<file path="src/rtl/core/s2l_pkg.sv">
// ----------------------------------------------------------------------------
// s2l_pkg
// Shared types, constants and tables for the solar to lunar date unit.
// ----------------------------------------------------------------------------
package s2l_pkg;

   localparam int FIRST_YEAR_DEF = 2020;
   localparam int YEAR_COUNT_DEF = 11;
   localparam int TABLE_LEN      = 11;

   localparam int IDX_W  = $clog2(TABLE_LEN);
   localparam int DN_W   = 22;   // day number
   localparam int DIFF_W = 10;   // days into the lunar year
   localparam int PC_W   = 4;

   // day number arithmetic
   localparam int MUL_DIV100   = 5243;  // floor(y/100) = (y*5243) >> 19 for y < 4096
   localparam int DIV100_SHIFT = 19;
   localparam int JD_YEAR_OFS  = 4716;
   localparam int DAYS_4Y      = 1461;
   localparam int JD_BIAS      = 1523;  // 1525 minus the constant 2 of the century term

   // microcode addresses
   localparam logic [PC_W-1:0] PC_START = 4'd0;
   localparam logic [PC_W-1:0] PC_NY    = 4'd4;
   localparam logic [PC_W-1:0] PC_WALK  = 4'd8;

   typedef enum logic [1:0] {
      ST_OK       = 2'd0,
      ST_NO_YEAR  = 2'd1,
      ST_NO_PREV  = 2'd2,
      ST_PAST_END = 2'd3
   } status_type;

   typedef enum logic [2:0] {
      OP_FIND,
      OP_MUL_A,
      OP_MUL_B,
      OP_SUM,
      OP_CMP,
      OP_WALK
   } op_type;

   typedef enum logic {
      SRC_NOW,
      SRC_NY
   } src_type;

   typedef struct packed {
      op_type            op;
      src_type           src;
      logic [PC_W-1:0]   target;
   } uword_type;

   typedef enum logic {
      SEQ_IDLE,
      SEQ_RUN
   } seq_state_type;

   typedef struct packed {
      logic       load;
      logic       run;
      uword_type  uw;
   } dp_ctl_type;

   typedef struct packed {
      logic finish;
      logic jump;
   } dp_flags_type;

   typedef struct packed {
      status_type         status;
      logic [4:0]         lunar_day;
      logic [3:0]         lunar_month;
      logic [11:0]        lunar_year;
      logic               leap_flag;
      logic [4:0]         month_length;
      logic [DN_W-1:0]    month_start_day_number;
   } result_type;

   typedef struct packed {
      logic [4:0]   ny_day;
      logic [3:0]   ny_month;
      logic [3:0]   leap_month;
      logic [12:0]  map;
   } year_entry_type;

   function automatic year_entry_type year_entry(input logic [IDX_W-1:0] idx);
      year_entry_type e;
      e = '0;
      unique case (idx)
         4'd0:    e = '{5'd25, 4'd1, 4'd4, 13'h1A95};
         4'd1:    e = '{5'd12, 4'd2, 4'd0, 13'h0D4A};
         4'd2:    e = '{5'd1,  4'd2, 4'd0, 13'h0DA5};
         4'd3:    e = '{5'd22, 4'd1, 4'd2, 13'h15AA};
         4'd4:    e = '{5'd10, 4'd2, 4'd0, 13'h056A};
         4'd5:    e = '{5'd29, 4'd1, 4'd0, 13'h0AAD};
         4'd6:    e = '{5'd17, 4'd2, 4'd6, 13'h1556};
         4'd7:    e = '{5'd6,  4'd2, 4'd0, 13'h0A5B};
         4'd8:    e = '{5'd26, 4'd1, 4'd5, 13'h152B};
         4'd9:    e = '{5'd13, 4'd2, 4'd0, 13'h0A2B};
         4'd10:   e = '{5'd3,  4'd2, 4'd0, 13'h0953};
         default: e = '0;
      endcase
      return e;
   endfunction

   // floor((mm+1)*30.6001)
   function automatic logic [8:0] month_offset(input logic [3:0] mm);
      logic [8:0] v;
      v = '0;
      unique case (mm)
         4'd0:  v = 9'd30;
         4'd1:  v = 9'd61;
         4'd2:  v = 9'd91;
         4'd3:  v = 9'd122;
         4'd4:  v = 9'd153;
         4'd5:  v = 9'd183;
         4'd6:  v = 9'd214;
         4'd7:  v = 9'd244;
         4'd8:  v = 9'd275;
         4'd9:  v = 9'd306;
         4'd10: v = 9'd336;
         4'd11: v = 9'd367;
         4'd12: v = 9'd397;
         4'd13: v = 9'd428;
         4'd14: v = 9'd459;
         4'd15: v = 9'd489;
      endcase
      return v;
   endfunction

endpackage

</file>
<file path="src/rtl/core/s2l_urom.sv">
// ----------------------------------------------------------------------------
// s2l_urom
// Microcode store: one control word per sequencer step.
// ----------------------------------------------------------------------------
module s2l_urom
   import s2l_pkg::*;
(
   input  logic [PC_W-1:0]  addr,
   output uword_type        uw
);

   always_comb begin
      unique case (addr)
         4'd0:    uw = '{op: OP_FIND,  src: SRC_NOW, target: PC_START};
         4'd1:    uw = '{op: OP_MUL_A, src: SRC_NOW, target: PC_START};
         4'd2:    uw = '{op: OP_MUL_B, src: SRC_NOW, target: PC_START};
         4'd3:    uw = '{op: OP_SUM,   src: SRC_NOW, target: PC_START};
         4'd4:    uw = '{op: OP_MUL_A, src: SRC_NY,  target: PC_START};
         4'd5:    uw = '{op: OP_MUL_B, src: SRC_NY,  target: PC_START};
         4'd6:    uw = '{op: OP_SUM,   src: SRC_NY,  target: PC_START};
         // retry with the previous year's new year date
         4'd7:    uw = '{op: OP_CMP,   src: SRC_NY,  target: PC_NY};
         // walk one month per step until the date falls inside
         4'd8:    uw = '{op: OP_WALK,  src: SRC_NY,  target: PC_WALK};
         default: uw = '{op: OP_FIND,  src: SRC_NOW, target: PC_START};
      endcase
   end

endmodule

</file>
<file path="src/rtl/core/s2l_seq.sv">
// ----------------------------------------------------------------------------
// s2l_seq
// Step counter and control for the microcode program.
// ----------------------------------------------------------------------------
module s2l_seq
   import s2l_pkg::*;
(
   input  logic          clock,
   input  logic          reset,
   input  logic          req_valid,
   input  logic          out_free,
   input  dp_flags_type  flags,
   output dp_ctl_type    ctl,
   output logic          req_stall,
   output logic          out_load
);

   seq_state_type    state_ff, state_in;
   logic [PC_W-1:0]  pc_ff, pc_in;
   uword_type        uw;

   s2l_urom u_urom (
      .addr (pc_ff),
      .uw   (uw)
   );

   always_ff @(posedge clock) begin
      if (reset) begin
         state_ff <= SEQ_IDLE;
         pc_ff    <= PC_START;
      end else begin
         state_ff <= state_in;
         pc_ff    <= pc_in;
      end
   end

   always_comb begin
      state_in  = state_ff;
      pc_in     = pc_ff;
      ctl.load  = 1'b0;
      ctl.run   = 1'b0;
      ctl.uw    = uw;
      out_load  = 1'b0;
      req_stall = 1'b1;
      unique case (state_ff)
         SEQ_IDLE: begin
            req_stall = 1'b0;
            if (req_valid) begin
               ctl.load = 1'b1;
               pc_in    = PC_START;
               state_in = SEQ_RUN;
            end
         end
         SEQ_RUN: begin
            ctl.run = 1'b1;
            if (flags.finish) begin
               // hold on the final step until the result register frees up
               if (out_free) begin
                  out_load = 1'b1;
                  state_in = SEQ_IDLE;
               end
            end else if (flags.jump) begin
               pc_in = uw.target;
            end else begin
               pc_in = pc_ff + 4'd1;
            end
         end
         default: state_in = SEQ_IDLE;
      endcase
   end

endmodule

</file>
<file path="src/rtl/core/s2l_dpath.sv">
// ----------------------------------------------------------------------------
// s2l_dpath
// Datapath: year lookup, day number unit with a shared multiplier, month walk.
// ----------------------------------------------------------------------------
module s2l_dpath
   import s2l_pkg::*;
#(
   parameter int FIRST_YEAR = FIRST_YEAR_DEF,
   parameter int YEAR_COUNT = YEAR_COUNT_DEF
)
(
   input  logic          clock,
   input  dp_ctl_type    ctl,
   input  logic [4:0]    req_solar_day,
   input  logic [3:0]    req_solar_month,
   input  logic [11:0]   req_solar_year,
   output dp_flags_type  flags,
   output result_type    result
);

   localparam int YEAR_LIMIT = (YEAR_COUNT < TABLE_LEN) ? YEAR_COUNT : TABLE_LEN;

   logic [4:0]         sd_ff;
   logic [3:0]         sm_ff;
   logic [11:0]        sy_ff;
   logic [IDX_W-1:0]   idx_ff;
   logic               prev_ff;
   logic [5:0]         a_ff;
   logic [DN_W-1:0]    p_ff;
   logic [DN_W-1:0]    now_ff;
   logic [DN_W-1:0]    start_ff;
   logic [DIFF_W-1:0]  diff_ff;
   logic [DN_W-1:0]    acc_ff;
   logic [3:0]         month_ff;
   logic               leap_ff;
   logic [3:0]         i_ff;

   year_entry_type     e;
   logic [11:0]        ny_year;
   logic [12:0]        k;
   logic               hit;
   logic [4:0]         d_sel;
   logic [3:0]         m_sel;
   logic [11:0]        y_sel;
   logic               early;
   logic [3:0]         mm;
   logic [11:0]        yy;
   logic [13:0]        mul_a;
   logic [12:0]        mul_b;
   logic [26:0]        prod;
   logic [22:0]        dn_sum;
   logic               now_lt;
   logic [DN_W-1:0]    diff_full;
   logic [3:0]         months_m1;
   logic [3:0]         bitpos;
   logic [4:0]         len;
   logic               fits;

   assign e       = year_entry(idx_ff);
   assign ny_year = 12'(FIRST_YEAR) + {{(12-IDX_W){1'b0}}, idx_ff};

   assign k   = {1'b0, sy_ff} - 13'(FIRST_YEAR);
   assign hit = (sy_ff >= 12'(FIRST_YEAR)) && (k < 13'(YEAR_LIMIT));

   // day number operands; January and February count as months 13 and 14
   assign d_sel = (ctl.uw.src == SRC_NOW) ? sd_ff : e.ny_day;
   assign m_sel = (ctl.uw.src == SRC_NOW) ? sm_ff : e.ny_month;
   assign y_sel = (ctl.uw.src == SRC_NOW) ? sy_ff : ny_year;
   assign early = (m_sel <= 4'd2);
   assign mm    = early ? (m_sel + 4'd12) : m_sel;
   assign yy    = early ? (y_sel - 12'd1) : y_sel;

   assign mul_a = (ctl.uw.op == OP_MUL_A) ? {2'b00, yy} : ({2'b00, yy} + 14'(JD_YEAR_OFS));
   assign mul_b = (ctl.uw.op == OP_MUL_A) ? 13'(MUL_DIV100) : 13'(DAYS_4Y);
   assign prod  = 27'(mul_a) * 27'(mul_b);

   assign dn_sum = {1'b0, p_ff} + 23'(d_sel) + 23'(month_offset(mm))
                 + 23'(a_ff[5:2]) - 23'(a_ff) - 23'(JD_BIAS);

   assign now_lt    = (now_ff < start_ff);
   assign diff_full = now_ff - start_ff;

   assign months_m1 = (e.leap_month != 4'd0) ? 4'd12 : 4'd11;
   assign bitpos    = months_m1 - i_ff;
   assign len       = e.map[bitpos] ? 5'd30 : 5'd29;
   assign fits      = (diff_ff < DIFF_W'(len));

   always_comb begin
      flags.finish = 1'b0;
      flags.jump   = 1'b0;
      result       = '0;
      result.status = ST_OK;
      unique case (ctl.uw.op)
         OP_FIND: begin
            if (!hit) begin
               flags.finish  = 1'b1;
               result.status = ST_NO_YEAR;
            end
         end
         OP_CMP: begin
            if (now_lt) begin
               if (prev_ff) begin
                  flags.finish  = 1'b1;
                  result.status = ST_PAST_END;
               end else if (idx_ff == '0) begin
                  flags.finish  = 1'b1;
                  result.status = ST_NO_PREV;
               end else begin
                  flags.jump = 1'b1;
               end
            end
         end
         OP_WALK: begin
            if (fits) begin
               flags.finish                  = 1'b1;
               result.status                 = ST_OK;
               result.lunar_day              = 5'(diff_ff) + 5'd1;
               result.lunar_month            = month_ff;
               result.lunar_year             = ny_year;
               result.leap_flag              = leap_ff;
               result.month_length           = len;
               result.month_start_day_number = acc_ff;
            end else if (i_ff == months_m1) begin
               flags.finish  = 1'b1;
               result.status = ST_PAST_END;
            end else begin
               flags.jump = 1'b1;
            end
         end
         default: ;
      endcase
   end

   always_ff @(posedge clock) begin
      if (ctl.load) begin
         sd_ff <= req_solar_day;
         sm_ff <= req_solar_month;
         sy_ff <= req_solar_year;
      end
      if (ctl.run && !flags.finish) begin
         unique case (ctl.uw.op)
            OP_FIND: begin
               idx_ff  <= k[IDX_W-1:0];
               prev_ff <= 1'b0;
            end
            OP_MUL_A: a_ff <= prod[DIV100_SHIFT+5:DIV100_SHIFT];
            OP_MUL_B: p_ff <= prod[DN_W+1:2];
            OP_SUM: begin
               if (ctl.uw.src == SRC_NOW) begin
                  now_ff <= dn_sum[DN_W-1:0];
               end else begin
                  start_ff <= dn_sum[DN_W-1:0];
               end
            end
            OP_CMP: begin
               if (now_lt) begin
                  idx_ff  <= idx_ff - IDX_W'(1);
                  prev_ff <= 1'b1;
               end else begin
                  diff_ff  <= diff_full[DIFF_W-1:0];
                  acc_ff   <= start_ff;
                  month_ff <= 4'd1;
                  leap_ff  <= 1'b0;
                  i_ff     <= 4'd0;
               end
            end
            OP_WALK: begin
               diff_ff <= diff_ff - DIFF_W'(len);
               acc_ff  <= acc_ff + DN_W'(len);
               i_ff    <= i_ff + 4'd1;
               // the month after the leap month repeats its number
               if (e.leap_month != 4'd0 && month_ff == e.leap_month && !leap_ff) begin
                  leap_ff <= 1'b1;
               end else begin
                  month_ff <= month_ff + 4'd1;
                  leap_ff  <= 1'b0;
               end
            end
            default: ;
         endcase
      end
   end

endmodule

</file>
<file path="src/rtl/core/solar_to_lunar_date_unit.sv">
// ----------------------------------------------------------------------------
// solar_to_lunar_date_unit
// Gregorian to lunisolar date conversion from a built-in year table.
// ----------------------------------------------------------------------------
// Usage:
//   Request channel (req_valid / req_stall) carries a Gregorian day, month
//   and year. Each request yields exactly one response on the rsp channel
//   (rsp_valid / rsp_stall): status, lunar day, month, year, leap flag,
//   month length and the day number of the month's first day. Fields other
//   than status are zero when status is not OK.
//   The microcode sequencer runs one step per cycle, but holds on its last
//   step while the response register is full. A year not in the table ends
//   after 1 step; otherwise 8 steps compute and compare the day numbers,
//   4 more when the date precedes the lunar new year, then one step per
//   lunar month walked (up to 13). The last step loads the response register.
//   Throughput: one request at a time; req_stall is high while the sequencer
//   is busy and drops while it is idle after the last step. A finished
//   response waits in its register while a new request is taken; a second
//   finished response holds the sequencer on its last step until rsp_stall
//   drops.
//   Reset (synchronous, active high) empties the response register and
//   returns the sequencer to idle.
// ----------------------------------------------------------------------------
module solar_to_lunar_date_unit
   import s2l_pkg::*;
#(
   parameter int FIRST_YEAR = FIRST_YEAR_DEF,
   parameter int YEAR_COUNT = YEAR_COUNT_DEF
)
(
   input  logic           clock,
   input  logic           reset,

   input  logic           req_valid,
   output logic           req_stall,
   input  logic [4:0]     req_solar_day,
   input  logic [3:0]     req_solar_month,
   input  logic [11:0]    req_solar_year,

   output logic           rsp_valid,
   input  logic           rsp_stall,
   output logic [1:0]     rsp_status,
   output logic [4:0]     rsp_lunar_day,
   output logic [3:0]     rsp_lunar_month,
   output logic [11:0]    rsp_lunar_year,
   output logic           rsp_leap_flag,
   output logic [4:0]     rsp_month_length,
   output logic [21:0]    rsp_month_start_day_number
);

   dp_ctl_type    ctl;
   dp_flags_type  flags;
   result_type    result;
   result_type    rsp_ff;
   logic          rsp_valid_ff, rsp_valid_in;
   logic          out_free;
   logic          out_load;

   assign out_free = !rsp_valid_ff || !rsp_stall;

   s2l_seq u_seq (
      .clock     (clock),
      .reset     (reset),
      .req_valid (req_valid),
      .out_free  (out_free),
      .flags     (flags),
      .ctl       (ctl),
      .req_stall (req_stall),
      .out_load  (out_load)
   );

   s2l_dpath #(
      .FIRST_YEAR (FIRST_YEAR),
      .YEAR_COUNT (YEAR_COUNT)
   ) u_dpath (
      .clock           (clock),
      .ctl             (ctl),
      .req_solar_day   (req_solar_day),
      .req_solar_month (req_solar_month),
      .req_solar_year  (req_solar_year),
      .flags           (flags),
      .result          (result)
   );

   // response register: refilled on the transfer cycle or when empty
   assign rsp_valid_in = out_load || (rsp_valid_ff && rsp_stall);

   always_ff @(posedge clock) begin
      if (reset) begin
         rsp_valid_ff <= 1'b0;
      end else begin
         rsp_valid_ff <= rsp_valid_in;
      end
   end

   always_ff @(posedge clock) begin
      if (out_load) begin
         rsp_ff <= result;
      end
   end

   assign rsp_valid                  = rsp_valid_ff;
   assign rsp_status                 = rsp_ff.status;
   assign rsp_lunar_day              = rsp_ff.lunar_day;
   assign rsp_lunar_month            = rsp_ff.lunar_month;
   assign rsp_lunar_year             = rsp_ff.lunar_year;
   assign rsp_leap_flag              = rsp_ff.leap_flag;
   assign rsp_month_length           = rsp_ff.month_length;
   assign rsp_month_start_day_number = rsp_ff.month_start_day_number;

endmodule
</file>
<file path="config.mk">
export PLATFORM = sky130hd
export DESIGN_NAME = solar_to_lunar_date_unit
export DESIGN_NICKNAME = d
export VERILOG_FILES = /design/src/rtl/core/s2l_pkg.sv /design/src/rtl/core/s2l_urom.sv /design/src/rtl/core/s2l_seq.sv /design/src/rtl/core/s2l_dpath.sv /design/src/rtl/core/solar_to_lunar_date_unit.sv
export SDC_FILE = /design/constraint.sdc
export NUM_CORES = 1
export LEC_CHECK = 0
export ABC_AREA = 0
export BUFFER_PORTS_ARGS = -buffer_cell sky130_fd_sc_hd__buf_2
export CORE_MARGIN = 4
export CORE_UTILIZATION = 45
export DETAILED_ROUTE_END_ITERATION = 16
export SKIP_CTS_REPAIR_TIMING = 1
export SYNTH_ARGS = -nofsm -noshare
export SYNTH_HDL_FRONTEND = slang
export SYNTH_HIERARCHICAL = 1
export SYNTH_SLANG_ARGS = --single-unit
</file>
<file path="constraint.sdc">
create_clock -name clock -period 11.1 [get_ports clock]
set_input_delay 0.555 -clock clock [delete_from_list [all_inputs] [get_ports clock]]
set_output_delay 0.555 -clock clock [all_outputs]
set_load 0.01 [all_outputs]
</file>
## After elaboration in Yosys (flattened, before gate mapping)

Memories as Yosys holds them, arrays and structs flattened. A register that Yosys moved wholly into a read port is not among the register bits.
Index checks and enable logic that the tools add are counted.
Widths: inputs -> output; s select.

- Flip-flop bits (word level): 196
- Bits in read-only memories: 608
- Output and inout bits: 53
- Word-level logic and storage cells: 154
- Memories kept: 3

Memory list:

| memory | words | width | read ports | clocked after memory_dff | write ports | line | source |
|---|---|---|---|---|---|---|---|
| (name not given) | 16 | 23 | 1 | 1 | 0 | s2l_pkg.sv:91 | `unique case (idx)` |
| (name not given) | 16 | 9 | 1 | 0 | 0 | s2l_pkg.sv:112 | `unique case (mm)` |
| (name not given) | 16 | 6 | 1 | 1 | 0 | s2l_urom.sv:13 | `unique case (addr)` |

- Add/sub/neg operators: 19
- Multipliers: 1
- Order comparisons: 6
- Equal/unequal tests: 12
- Mux-type cells: 62
- Bitwise operators: 2
- Reductions and logical operators: 25

Operators by type and width:

| kind | number |
|---|---|
| $mux 4 | 12 |
| $add 22x5->22 | 2 |
| $pmux 22 s2 | 1 |
| $pmux 4 s2 | 4 |
| $mul 14x13->25 | 1 |
| $mux 12 | 2 |
| $add 22x4->22 | 1 |
| $add 22x9->22 | 1 |
| $lt 22x22->1 | 1 |
| $mux 1 | 22 |
| $mux 22 | 1 |
| $sub 22x11->22 const B | 1 |
| $sub 22x6->22 | 1 |
| $pmux 10 s2 | 1 |
| $add 12x13->14 const B | 1 |
| $mux 14 | 1 |
| $mux 2 | 7 |
| $lt 13x4->1 const B | 1 |
| $mux 13 | 1 |
| $sub 12x11->13 const B | 1 |
| $add 11x4->12 const A | 1 |
| $add 4x1->4 const B | 3 |
| $ge 12x11->1 const B | 1 |
| $reduce_and 3->1 | 4 |
| other kinds (33) | 55 |

## Depth between registers and ports, before layout

Gate-level depths: netlist of the first run.

- Depth in word-level cells: 14
- Mapped depth: 36
- Gate-level depth less buffers: 34

## Cells and area by module

The synthesis of the first run kept the hierarchy.

Modules (own cells, without submodules):

| module | times used | cells each | area each (um2) | seq. area each (um2) |
|---|---|---|---|---|
| s2l_dpath | 1 | 1,531 | 15,254.6 | 4,634.4 |
| solar_to_lunar_date_unit | 1 | 55 | 1,564.0 | 1,551.5 |
| s2l_seq | 1 | 36 | 304.0 | 100.1 |
| s2l_urom | 1 | 17 | 116.4 | 0.0 |

## Worst setup path before layout of the first run

Ideal clock, no wire load.

- Kind: reg-to-reg
- Start: register u_seq/pc_ff[0] (netlist name)
- End: register u_dpath.a_ff[4] (data pin)
- Setup time: 262 ps
- Arrival: 8,542 ps
- Required time: 10,838 ps
- Path slack: 2,295 ps
- Cell stages (with the launch flop): 35
- Clock period less this slack: 8,805 ps
- Path through: dfxtp_1 inv_1 ha_1 nand3b_1 o21ai_0 buf_2 clkbuf_1 buf_1 mux2i_1 ha_1 o211ai_1 or3_1 nor3_1 xnor2_1 and2_1 nand2_1 xnor2_1 inv_1 fa_1 fa_1 inv_1 fa_1 fa_1 inv_1 fa_1 inv_1 ha_1 nand3_1 nand2_1 a41oi_1 a2111oi_0 a221oi_1 o31ai_1 a21oi_1 xnor2_1

RTL lines:

| element | line | source |
|---|---|---|
| end signal, assigned | s2l_dpath.sv:146 | `OP_MUL_A: a_ff <= prod[DIV100_SHIFT+5:DIV100_SHIFT];` |
| end, declared | s2l_dpath.sv:28 | `logic [5:0] a_ff;` |

==> run metrics, run 1 <==
largest net degree at the start of global routing=57; Syn. warnings=6; cell taking the most area after synthesis=edfxtp_1; Worst-Skew Late Latency=540 ps; TritonCTS clock tree=yes; crit-path max cell delay=790 ps; WP data arrival=9710 ps; chip width=204 µm; WP data required=11380 ps; initial antenna violation count=0; top_reg_cell synth=edfxtp_1; Final Cycle Share=0.849; Avg Cell Area, Syn=10.5 µm²; clock transition at the registers of the reported paths=60 ps; via total after detailed routing=11200; hold path depth=1; htree depth=1; sequential share of the synthesized area=0.365; async set-or-reset flop fraction in the synthesized netlist=0; post-layout net count=2055; vias in the first global route=11300; Critical Path Fanout Max=28; adder-cell area share of the yosys netlist=0.277; post-place setup slack=1720 ps; reg2reg setup slack=1670 ps; worst vdd ir=0.000271 V; Die H=204 µm; Detail Route Antenna Nets=0; initial drt markers=474; Diodes inserted=0; Post-synth EDFFs=190; DIE AREA=41500 µm²; DR vias/cell=4.99; fmax=106 MHz; most common cell after layout, fill and taps aside=inv_1; PwrDens=236 nW/µm²; flops & latches, synth=219; routability cong.=0.876; # IOs=78; commonest cells after routing, fill and taps aside=inv_1 (264), ha_1 (205), edfxtp_1 (190); DR WL/cell=15.3 µm; Hold Path End=u_dpath/sd_ff[2]; startpoint type of the worst setup path=flip-flop; Slew Limit Fails=0; number of remaining DRC errors=0; RSZ-0062 raised after global routing=no; Sink Count=219; worst r2r src=u_seq/pc_ff[0]; Tmin final=9430 ps; setup ws final=1670 ps; Hold Path Class=in2reg; worst setup path category=reg2reg; setup TNS=0 ps; Tot GR Track Use=0.167; Area contributors post-synth=edfxtp_1 (33%), ha_1 (15%), fa_1 (13%), inv_1 (5.7%), xnor2_1 (3.9%); grt ovf=0; XOR/XNOR Fraction of Synth Area=0.0594; num rows=71; Starting Density=0.457; multiplexer area fraction after synthesis=0.0265; r2r worst-path depth=33; Fillers=3437; share of layout cells above drive strength 1=0.0928; clk buf depth=3; Compound-Gate Fraction of Synth Area=0.0894; Slew headroom=0.410; Final Skew=9.00 ps; core region area=37800 µm²; main combinational cell family by area after synthesis=adder cells; synth unique cells=81; first-pass GRT wire length=56.8 mm; CTS Buf Count=25; Leak=8.47 nW; dpl hpwl=27.9 mm; Slowest cell on crit path=a2111oi_0; Post-Route WL=34.4 mm; HP Start=req_solar_day[2]; area share of the largest cell type after synthesis=0.331; clock tree root buffer cell=clkbuf_16; DR pass1 iterations=5; simple-gate share of the synthesized area=0.110; I/O Buffers=77; maxcap violations=0; crit-path most repeated cell=inv_1; outcome=completed; Fin. Hold Viols=0; synth-to-layout area growth=9.94%; Final setup viols=0; Syn Std Cell Area=17200 µm²; Slew @ Worst Pin=863 ps; RR Endpoint=u_dpath/p_ff[21]; crit end category=flip-flop; Syn Inst Count=1639
layout make-up:
class,instances,area [µm²],share of cell area
clock buffer,31,711,0.0375
tap,511,639,0.0337
multi-input combinational,1114,9760,0.515
clock inverter,15,88.8,0.00469
inverter,267,1000,0.0529
sequential,219,6290,0.332
timing repair buffer,88,468,0.0247
registers in the layout, indices dropped and copies added (netlist names), 2 cells and up:
| register | cells |
|---|---|
| u_dpath/sy_ff | 12 |
| rsp_lunar_month | 4 |
| u_dpath/sd_ff | 5 |
| rsp_status | 2 |
| u_dpath/acc_ff | 22 |
| u_dpath/e | 23 |
| u_dpath/diff_ff | 10 |
| u_dpath/a_ff | 6 |
| u_dpath/i_ff | 4 |
| rsp_month_start_day_number | 22 |
| u_dpath/sm_ff | 4 |
| rsp_lunar_day | 5 |
| u_dpath/idx_ff | 4 |
| u_dpath/p_ff | 22 |
| u_dpath/month_ff | 4 |
| rsp_month_length | 5 |
| u_seq/pc_ff | 4 |
| u_dpath/start_ff | 22 |
| rsp_lunar_year | 12 |
| u_dpath/now_ff | 22 |
cells in the mapped netlist (28+ instances only):
cell type / number
fa_1: 110
xor2_1: 41
edfxtp_1: 190
inv_1: 264
nand3_1: 32
a21oi_1: 65
ha_1: 205
o21ai_0: 59
nor3_1: 28
nor2_1: 106
and2_1: 34
dfxtp_1: 29
nand2_1: 108
xnor2_1: 76
report_power, final:
part / internal (mW) / leakage (nW) / switching, mW
Sequential: 1.10 / 1.99 / 0.00843
Clock: 0.456 / 0.395 / 0.330
Combinational: 1.12 / 6.09 / 1.44
worst max path at each step:
stage	slack [ps]	from	endpoint	depth (start not counted)
floorplan	2300	u_seq/pc_ff[0]	u_dpath/a_ff[4]	34
global placement	2070	u_seq/pc_ff[0]	u_dpath/a_ff[4]	33
detailed placement	1720	u_seq/pc_ff[0]	u_dpath/a_ff[4]	33
CTS	1660	u_seq/pc_ff[0]	u_dpath/p_ff[21]	33
global route	920	u_seq/pc_ff[0]	u_dpath/p_ff[21]	33
finish	1670	u_seq/pc_ff[0]	u_dpath/p_ff[21]	33
layer usage:
| layer | share of wire | up-vias | GRT usage |
|---|---|---|---|
| met1 | 0.47 | 5301 | 0.230 |
| met5 | 0 | - | 0 |
| met4 | 0.020 | 0 | 0.0373 |
| met3 | 0.034 | 40 | 0.0216 |
| met2 | 0.47 | 169 | 0.282 |
| li1 | - | 5695 | - |
through the flow:
| step | utilization | power (mW) | instances | cell area, µm² | hold slack (ps) |
|---|---|---|---|---|---|
| after global placement | 0.481 | 3.63 | 2199 | 18200 | 490 |
| after global routing | 0.502 | 4.91 | 2245 | 19000 | 158 |
| after CTS | 0.502 | 4.51 | 2245 | 19000 | 151 |
| after floorplan | - | 3.18 | 1648 | 17300 | 494 |
| after detailed placement | 0.481 | 3.69 | 2199 | 18200 | 522 |
| final | 0.502 | 4.47 | 2245 | 19000 | 183 |
logic make-up (layout without fill, tap and decap cells):
logic type,after synthesis,after routing
xor gates and xnor gates,117,117
adders and majority gates,315,315
buffers and inverters,315,401
and+or+nand+nor,393,393
muxes,37,37
AOI/OAI and AO/OA,241,241
DFF,219,219
other,2,11
worst max-delay path: cells and delay by family (launching register included):
family                   cells  cell delay [ps]
adder cells (fa/ha/maj)      9             3390
AO/OA/AOI/OAI               10             2690
buffers and inverters        7              790
XOR/XNOR                     3              870
flip-flops                   1              390
AND/OR/NAND/NOR              2              190
multiplexers                 2              800
Power figures use the tool's default switching activity.
==> inputs of run 2 (changes only) <==
==> constraint.sdc (replaced) <==
create_clock -name clock -period 8.7 [get_ports clock]
set_input_delay 0.435 -clock clock [delete_from_list [all_inputs] [get_ports clock]]
set_output_delay 0.435 -clock clock [all_outputs]
set_load 0.01 [all_outputs]
==> run 2 against run 1 <==
Effect of this change:
- global-route usage up 0.17 points
- sequential share of layout area down 0.21 points
- final area rose by 0.66%
- maximum frequency rose by 16%
- via count up 2.1%
- sequential power grew 28%
- worst setup slack got worse by 1100 ps
- non-clock buffer count increased by 14
- clock-buffer cell count unchanged
- clock skew up 4.1 ps
- sequential cell count did not move
- critical path type unchanged
- highest routed layer unchanged
==> run metrics, run 2 (same netlist as run 1, synthesis figures left out) <==
outcome=completed (unchanged); Final Skew=13.1 ps (was 9.00 ps); grt ovf=0 (unchanged); vias in the first global route=11300 (about the same); setup TNS=0 ps (unchanged); # IOs=78 (unchanged); setup ws final=565 ps (was 1670 ps); internal cell power=3.45 mW (was 2.68 mW); Fin. Hold Viols=0 (unchanged); largest net degree at the start of global routing=57 (unchanged); Final setup viols=0 (unchanged); I/O Buffers=77 (unchanged); DR WL/cell=15.4 µm (was 15.3 µm); crit end category=flip-flop (unchanged); Post-Route Utilization=0.505 (was 0.502); startpoint type of the worst setup path=flip-flop (unchanged); WP data arrival=8420 ps (was 9710 ps); PwrDens=306 nW/µm² (was 236 nW/µm²); RSZ-0062 raised after global routing=no (unchanged); CP bufs+invs=6 (was 7); clock tree root buffer cell=clkbuf_16 (unchanged); Sink Count=219 (unchanged); Seq pwr share=0.243 (was 0.249); crit-path max cell delay=540 ps (was 790 ps); Net Sw Frac=0.407 (was 0.399); Tot GR Track Use=0.168 (was 0.167); Clock Power Share=0.167 (was 0.176); Die H=204 µm (unchanged); Tmin final=8140 ps (was 9430 ps); CTS Buf Count=25 (unchanged); crit-path most repeated cell=inv_1 (unchanged); Slew headroom=0.440 (was 0.410); worst setup path category=reg2reg (unchanged); maxcap violations=0 (unchanged); Logic pwr share=0.589 (was 0.575); Diodes inserted=0 (unchanged); family with the most delay on the worst path=adder cells (unchanged); via total after detailed routing=11400 (was 11200); synth-to-layout area growth=10.7% (was 9.94%); core region area=37800 µm² (unchanged); sw power=2.38 mW (was 1.78 mW); share of layout cells above drive strength 1=0.102 (was 0.0928); Starting Density=0.457 (unchanged); Worst-Skew Late Latency=550 ps (was 540 ps); WHS=58.2 ps (was 183 ps); DR pass1 iterations=5 (unchanged); first-pass GRT wire length=57.4 mm (was 56.8 mm); number of remaining DRC errors=0 (unchanged); worst vdd ir=0.000350 V (was 0.000271 V); DIE AREA=41500 µm² (unchanged); Slew Limit Fails=0 (unchanged); Critical Path Fanout Max=6 (was 28); Slowest cell on crit path=fa_1 (was a2111oi_0); clock transition at the registers of the reported paths=60 ps (about the same); Detail Route Antenna Nets=0 (unchanged); routability cong.=0.878 (was 0.876); DR vias/cell=5.07 (was 4.99); chip width=204 µm (unchanged); num rows=71 (unchanged); TritonCTS clock tree=yes (unchanged); htree depth=1 (unchanged); clk buf depth=3 (unchanged); commonest cells after routing, fill and taps aside=inv_1 (264), ha_1 (205), edfxtp_1 (190) (unchanged); fmax=123 MHz (was 106 MHz); Slew @ Worst Pin=831 ps (was 863 ps); initial drt markers=520 (was 474); Largest register FFs=23 (unchanged); initial antenna violation count=0 (unchanged); WP data required=8990 ps (was 11380 ps); Final Cycle Share=0.935 (was 0.849); Hold Path Class=in2reg (unchanged); Post-Route WL=34.7 mm (was 34.4 mm); most common cell after layout, fill and taps aside=inv_1 (unchanged); post-layout net count=2069 (was 2055); post-place setup slack=195 ps (was 1720 ps); dpl hpwl=28.2 mm (was 27.9 mm); Leak=8.53 nW (was 8.47 nW)
[run 2: final cells by class]
type / count / area, µm²
clock buffer: 31 / 669
clock inverter: 13 / 88.8
multi-input combinational: 1114 / 9810
fill: 3436 / 18700
tap: 511 / 639
timing repair buffer: 102 / 577
sequential: 219 / 6290
inverter: 267 / 1000
[run 2: path summary, 6_finish.rpt]
kind	startpoint	cells past startpoint	slack, ps	endpoint
setup reg to reg	u_seq/pc_ff[1]	33	560	u_dpath/a_ff[4]
hold / removal	req_solar_day[3]	1	60	u_dpath/sd_ff[3]
hold reg to reg	u_seq/pc_ff[0]	2	530	u_seq/pc_ff[0]
setup / recovery	u_seq/pc_ff[1]	33	560	u_dpath/a_ff[4]
[run 2: layer usage]
layer	track usage	routed length (µm)
met5	0	0
met4	0.0395	771
met3	0.0231	1420
met2	0.280	16500
met1	0.235	16100
[run 2: power groups by stage]
stage / logic [mW] / clock network, mW / registers, mW
floorplan: 2.62 / 0 / 1.45
global placement: 3.20 / 0 / 1.44
detailed placement: 3.27 / 0 / 1.44
CTS: 3.31 / 1.01 / 1.42
global route: 3.97 / 1.05 / 1.42
finish: 3.44 / 0.975 / 1.42
[run 2: metrics by stage]
stage | cell area (µm²) | cells | power, mW
final | 19100 | 2257 | 5.83
after CTS | 19000 | 2256 | 5.73
after global placement | 18300 | 2212 | 4.64
after global routing | 19100 | 2257 | 6.45
after floorplan | 17300 | 1648 | 4.06
after detailed placement | 18300 | 2212 | 4.72
